## config.mk

```make
export PLATFORM = sky130hd
export DESIGN_NAME = rvg_sqrt
export DESIGN_NICKNAME = d
export VERILOG_FILES = /design/src/design/rvg_pkg.sv /design/src/design/rvg_sqrt.sv
export SDC_FILE = /design/constraint.sdc
export NUM_CORES = 2
export LEC_CHECK = 0
export ABC_CLOCK_PERIOD_IN_PS = 8600
export BUFFER_PORTS_ARGS = -buffer_cell sky130_fd_sc_hd__buf_2
export CORE_ASPECT_RATIO = 0.9
export CORE_MARGIN = 2
export CORE_UTILIZATION = 45
export DETAILED_ROUTE_END_ITERATION = 16
export MAX_ROUTING_LAYER = met4
export PLACE_DENSITY_LB_ADDON = 0.1
export SLEW_MARGIN = 25
export SYNTH_ARGS = -nofsm -noshare
export SYNTH_HDL_FRONTEND = slang
export SYNTH_SLANG_ARGS = --single-unit
```

## constraint.sdc

```tcl
create_clock -name clock -period 8.6 [get_ports clock]
set_input_delay 2.58 -clock clock [delete_from_list [all_inputs] [get_ports clock]]
set_output_delay 2.58 -clock clock [all_outputs]
set_load 0.1 [all_outputs]
```

## src/design/rvg_pkg.sv

```systemverilog
// Shared constants, field widths and types of the radial vignetting gain block.
package rvg_pkg;

   // field and register widths
   localparam int COL_W      = 12;
   localparam int DIM_W      = 13;
   localparam int NS_W       = 24;
   localparam int NS_HALF    = 12;
   localparam int COEF_W     = 16;
   localparam int PIX_W      = 8;
   localparam int CSR_IDX_W  = 3;
   localparam int CSR_DATA_W = 24;

   // datapath widths
   localparam int D_W     = 15;              // 2*col - width, signed
   localparam int SQ_W    = 26;              // one squared offset
   localparam int SUM_W   = 27;              // sum of both squares
   localparam int FRAC_SH = 16;              // radicand scaling
   localparam int RAD_W   = 44;              // radicand, even width
   localparam int ROOT_W  = RAD_W / 2;       // square root
   localparam int MUL_W   = ROOT_W + NS_HALF;
   localparam int FULL_W  = ROOT_W + NS_W;
   localparam int R_W     = 17;              // radius, Q1.16
   localparam int R2_W    = 18;
   localparam int R3_W    = 19;
   localparam int R4_W    = 20;
   localparam int GAIN_W  = 38;              // gain, signed Q.30
   localparam int GMAG_W  = GAIN_W - 1;
   localparam int PROD_W  = PIX_W + GMAG_W;
   localparam int OUT_SH  = 30;

   // pipeline shape
   localparam int PRE_N      = 3;
   localparam int SQ_N       = ROOT_W;
   localparam int POST_N     = 9;
   localparam int PIPE_DEPTH = PRE_N + SQ_N + POST_N;

   // register reset values
   localparam logic [DIM_W-1:0]         RST_WIDTH   = 13'd100;
   localparam logic [DIM_W-1:0]         RST_HEIGHT  = 13'd100;
   localparam logic [NS_W-1:0]          RST_NORM    = 24'd118632;
   localparam logic signed [COEF_W-1:0] RST_COEF    = 16'sd0;
   localparam logic signed [COEF_W-1:0] RST_COEF_R0 = 16'sd16384;

   // register indexes
   typedef enum logic [CSR_IDX_W-1:0] {
      CSR_IMAGE_WIDTH  = 3'd0,
      CSR_IMAGE_HEIGHT = 3'd1,
      CSR_NORM_SCALE   = 3'd2,
      CSR_COEF_R4      = 3'd3,
      CSR_COEF_R3      = 3'd4,
      CSR_COEF_R2      = 3'd5,
      CSR_COEF_R1      = 3'd6,
      CSR_COEF_R0      = 3'd7
   } csr_idx_type;

   // pixel data that rides along with the radius computation
   typedef struct packed {
      logic [PIX_W-1:0] red;
      logic [PIX_W-1:0] green;
      logic [PIX_W-1:0] blue;
      logic             frame_end;
   } side_type;

endpackage

```

## src/design/rvg_sqrt.sv

```systemverilog
// Pipelined integer square root, one result bit per stage.
module rvg_sqrt import rvg_pkg::*; (
   input  logic              clock,
   input  logic              reset,
   input  logic [SQ_N-1:0]   stage_en,
   input  logic              in_vld,
   input  logic [RAD_W-1:0]  in_rad,
   input  side_type          in_side,
   output logic [SQ_N-1:0]   stage_vld,
   output logic [ROOT_W-1:0] out_root,
   output side_type          out_side
);

   logic [SQ_N-1:0]   vld_ff;
   logic [SQ_N-1:0]   prev_vld;
   logic [ROOT_W-1:0] root_ff [SQ_N];
   side_type          side_ff [SQ_N];
   logic [ROOT_W-1:0] rem_ff  [SQ_N-1];
   logic [RAD_W-1:0]  rad_ff  [SQ_N-1];

   assign prev_vld = {vld_ff[SQ_N-2:0], in_vld};

   // valid bits move with their beat
   always_ff @(posedge clock) begin
      if (reset) begin
         vld_ff <= '0;
      end else begin
         for (int k = 0; k < SQ_N; k++) begin
            if (stage_en[k]) begin
               vld_ff[k] <= prev_vld[k];
            end
         end
      end
   end

   // one restoring step per stage: bring down two radicand bits, try root*4+1
   for (genvar k = 0; k < SQ_N; k++) begin : g_step
      logic [ROOT_W-1:0] p_rem;
      logic [ROOT_W-1:0] p_root;
      logic [RAD_W-1:0]  p_rad;
      side_type          p_side;
      logic [ROOT_W+1:0] rem_sh;
      logic [ROOT_W+1:0] trial;
      logic [ROOT_W+1:0] rem_in;
      logic [ROOT_W-1:0] root_in;
      logic              fit;

      if (k == 0) begin : g_first
         assign p_rem  = '0;
         assign p_root = '0;
         assign p_rad  = in_rad;
         assign p_side = in_side;
      end else begin : g_next
         assign p_rem  = rem_ff[k-1];
         assign p_root = root_ff[k-1];
         assign p_rad  = rad_ff[k-1];
         assign p_side = side_ff[k-1];
      end

      assign rem_sh  = {p_rem, p_rad[RAD_W-1 -: 2]};
      assign trial   = {p_root, 2'b01};
      assign fit     = (rem_sh >= trial);
      assign rem_in  = fit ? (rem_sh - trial) : rem_sh;
      assign root_in = {p_root[ROOT_W-2:0], fit};

      always_ff @(posedge clock) begin
         if (stage_en[k]) begin
            root_ff[k] <= root_in;
            side_ff[k] <= p_side;
         end
      end

      // remainder stays below 2^ROOT_W until the final step
      if (k < SQ_N - 1) begin : g_carry
         always_ff @(posedge clock) begin
            if (stage_en[k]) begin
               rem_ff[k] <= rem_in[ROOT_W-1:0];
               rad_ff[k] <= {p_rad[RAD_W-3:0], 2'b00};
            end
         end
      end
   end

   assign stage_vld = vld_ff;
   assign out_root  = root_ff[SQ_N-1];
   assign out_side  = side_ff[SQ_N-1];

endmodule

```

Word-level counts from Yosys, hierarchy flattened

Memory sizes are Yosys's and may differ from the RTL's.
Cells that the tools add are included.
Widths: inputs -> output; s select.

$add $sub $neg: 21
$lt $le $gt $ge: 22
Muxes and demuxes: 65

Operators by type and width:

| kind                | count |
|---|---|
| $ge 24x24->1        | 21 |
| $mux 22             | 21 |
| $sub 22x22->22      | 20 |
| $mux 1              | 44 |
| $sub 2x1->3 const B | 1 |
| $ge 2x1->1 const B  | 1 |

Bits in registers: 22
Bits in writable memories: 2378
Input port bits: 94
Output and inout port bits: 69
Logic and storage cells: 134
Memories kept: 4

Memories:

| memory  | depth | width | rd ports | clocked after Yosys merged registers in | write ports | line           | RTL |
|---|---|---|---|---|---|---|---|
| rad_ff  | 21    | 42    | 21       | 0                                       | 21          | rvg_sqrt.sv:19 | `logic [RAD_W-1:0] rad_ff [SQ_N-1];` |
| side_ff | 22    | 25    | 22       | 0                                       | 22          | rvg_sqrt.sv:17 | `side_type side_ff [SQ_N];` |
| root_ff | 22    | 22    | 22       | 0                                       | 22          | rvg_sqrt.sv:16 | `logic [ROOT_W-1:0] root_ff [SQ_N];` |
| rem_ff  | 21    | 22    | 21       | 0                                       | 21          | rvg_sqrt.sv:18 | `logic [ROOT_W-1:0] rem_ff [SQ_N-1];` |

Longest topological paths before layout

An unclocked memory read counts as a cell.

Depth in word-level cells: 3
Depth in mapped cells: 13
Depth with buffers taken out: 11

Worst setup path before layout

No wires, ideal clock.

Kind: reg-to-output
Start: reg vld_ff[0], in the netlist stage_vld[0]
End: out stage_vld[0]
Arrival: 0.939 ns
Data required time: 6.020 ns
Setup slack: 5.081 ns
Cell stages (with the launch flop): 1
Path buffers: 0
Path through: dfxtp_1

RTL lines:

| item                              | line           | RTL |
|---|---|---|
| from (decl)                       | rvg_sqrt.sv:14 | `logic [SQ_N-1:0] vld_ff;` |
| from (signal, indexed assignment) | rvg_sqrt.sv:30 | `vld_ff[k] <= prev_vld[k];` |
| to (decl)                         | rvg_sqrt.sv:9  | `output logic [SQ_N-1:0] stage_vld,` |

No word-level cell between the ends.

Final worst setup path

Start: reg vld_ff[4], in the netlist stage_vld[4]
End: out stage_vld[4]

No word-level cell between the ends.

==> reports/results.ini <==
[drt]
routed_via_density=4.95
dr.first_iter.drc_count=2161
antenna_left=0
dr.pass1.iters=5
route.detailed.drc=0
totalWireLength_mm=116
wl_per_cell_um=16.3
vias=35400

[sta]
fin_crit_ns=4.24
grt_setup_unrepaired=false
fin_crit_sh=0.493
fin_skew_ns=0.0255
worst_slew_pin_slew_ns=0.975
drv_slew=0
slew_headroom=0.350
max_freq_ghz=0.236
setup_viol=0
hold_viol=0
final.setup.tns_ns=0

[grt]
grt_max_degree=73
grt_overflow=0
grt_pass1_vias=35500
antenna_found_initial=3
grt_pass1_wl_mm=189
grt_usage=0.154

[placement]
post-dp-hpwl_mm=83.3
portBuffers=162
place_congestion=0.829

[setup_path]
critical-path-top-delay-family=buffers and inverters
crit_arrival_ns=1.66
crit_fanout=3
critPathBufInv=1
cp.required_ns=6.02
end_kind=primary output
worst_setup_path_start_kind=flop
critPathMaxStageDelay_ns=0.47
path_cells=buf_2
worstSetupPathType=flop to primary output
cp_slowest_cell=buf_2

[cells_and_area]
final_cell_mix=1699 x edfxtp_1, 346 x inv_1, 276 x ha_1
nets=5282
diodes=0
register_area_um2=51500
fin_util=0.511
final_common_cell=edfxtp_1
syn_to_final_growth_pct=12.7
fillCellCount=13000
multi_input_area_um2=17200
drive_gt1_frac=0.106

[clock_tree]
clock_latency_ns=0.78
root_buffer=clkbuf_16
cts_num_sinks=1721
cts-buffers-inserted=173
cts_buffer_depth=3
cts_tree=yes
holdBufCountCts=0
ctsResizeCount=0
cts.repair_timing.setup_buffer_count=0
htreeDepth=4
clk_pin_slew_worst_paths_ns=0.06

[logic_synthesis]
async_reset_ff_frac=0
syn-num-nets=4987
syn_area_um2=70200
synth-seq-cells=1721
yosysWarnings=0
synth_edf_count=1699
syn_inst=4617
ys_types=82
synthFlopType=edfxtp_1
yosysSeqAreaShare=0.733
syn_avg_cell_area_um2=15.2

[floorplan]
dieArea_um2=159000
start_util=0.453
dieWidth_um=420
core_um2=155000
die_h_um=379
ioPinCount=163
num_rows=137

[pwr]
p_leak_nw=29.5
power.switching_mw=5.18
comb_power_share=0.143
pwr-share-seq=0.515
vdd_ir_drop_max_uv=193
p_per_area_nw_per_um2=263
clkPwrFrac=0.342
switching_share=0.249
p_int_mw=15.6

[flow_run]
maxCapViolations=0

[status]
run_status=finished, final reports clean

[min_path]
hp-class=flop to flop

-- sequential cells by signal (all words and copies together) (netlist names) --
register,count
rad_ff,462
rem_ff,434
root_ff,253
side_ff,550
stage_vld,22
-- path summary, 6_finish.rpt --
path,startpoint,end,slack (ns),cells past startpoint
worst max register to register,rem_ff[1][47],rem_ff[1][83],4.66,9
worst max-delay path,stage_vld[4],stage_vld[4],4.36,1
worst min register to register,rad_ff[0][264],rad_ff[0][308],0.40,0
worst min-delay path,rad_ff[0][264],rad_ff[0][308],0.40,0
-- layout make-up --
cell class / instances / area share
clock buffer: 219 / 0.0576
clock inverter: 102 / 0.0115
inverter: 347 / 0.0165
multi-input combinational: 2477 / 0.217
sequential: 1721 / 0.650
tap: 2085 / 0.0330
timing repair buffer: 192 / 0.0138
-- cell usage after synthesis (9+ instances only) --
library cell / count / area, um2
a211oi_1: 26 / 195
a21boi_0: 13 / 97.6
a21o_1: 67 / 503
a21oi_1: 241 / 1210
a31o_2: 9 / 78.8
a31oi_1: 11 / 68.8
and2_1: 17 / 106
and3_1: 13 / 81.3
and4_1: 9 / 78.8
buf_2: 19 / 95.1
clkbuf_1: 43 / 161
dfxtp_1: 22 / 440
edfxtp_1: 1699 / 51000
ha_1: 276 / 3450
inv_1: 346 / 1300
mux2_2: 55 / 619
mux2i_1: 35 / 350
nand2_1: 272 / 1020
nand2b_1: 51 / 319
nand3_1: 55 / 275
nand3b_1: 13 / 97.6
nand4_1: 36 / 225
nand4b_1: 9 / 78.8
nor2_1: 258 / 968
nor2b_1: 45 / 282
nor3_1: 79 / 395
nor4_1: 50 / 313
o211ai_1: 15 / 113
o21a_1: 44 / 330
o21ai_0: 215 / 1080
o21bai_1: 17 / 128
o31ai_1: 26 / 195
or2_2: 15 / 93.8
or3_1: 40 / 250
or4_1: 20 / 150
xnor2_1: 187 / 1640
xor2_1: 151 / 1320
-- layer usage --
metal	GRT usage	wire length (um)	vias up	share of wire
met5	-	0	-	0
met4	0.0520	2970	0	0.026
met3	0.0278	4620	192	0.040
met2	0.242	54900	559	0.47
met1	0.204	53700	16800	0.46
li1	-	-	17900	-
-- kinds of logic after synthesis --
group                    share of synthesized area
AO/OA/AOI/OAI                               0.0665
XOR/XNOR                                    0.0421
adder cells (fa/ha/maj)                     0.0492
buffers and inverters                       0.0229
flip-flops                                   0.733
multiplexers                                0.0153
other                                    0.0000534
AND/OR/NAND/NOR                             0.0713
-- power by group through the flow --
stage	clock (mW)	sequential, mW	combinational, mW
floorplan	0	10.8	2.15
global placement	0	10.9	2.93
detailed placement	0	10.9	2.97
CTS	7.38	10.7	2.99
global route	7.72	10.8	3.36
finish	7.10	10.7	2.97
-- stage by stage --
stage	hold WS, ns	cell area, um2	std cells	total power, mW	worst slack, ns
after floorplan	0.400	70200	4617	12.9	5.08
after global placement	0.401	73600	6821	13.8	4.51
after detailed placement	0.405	73700	6821	13.9	4.50
after CTS	0.405	79100	7142	21.1	4.24
after global routing	0.404	79100	7143	21.9	4.26
final	0.402	79100	7143	20.8	4.36
Note: power is estimated with default switching activity, not from simulation.
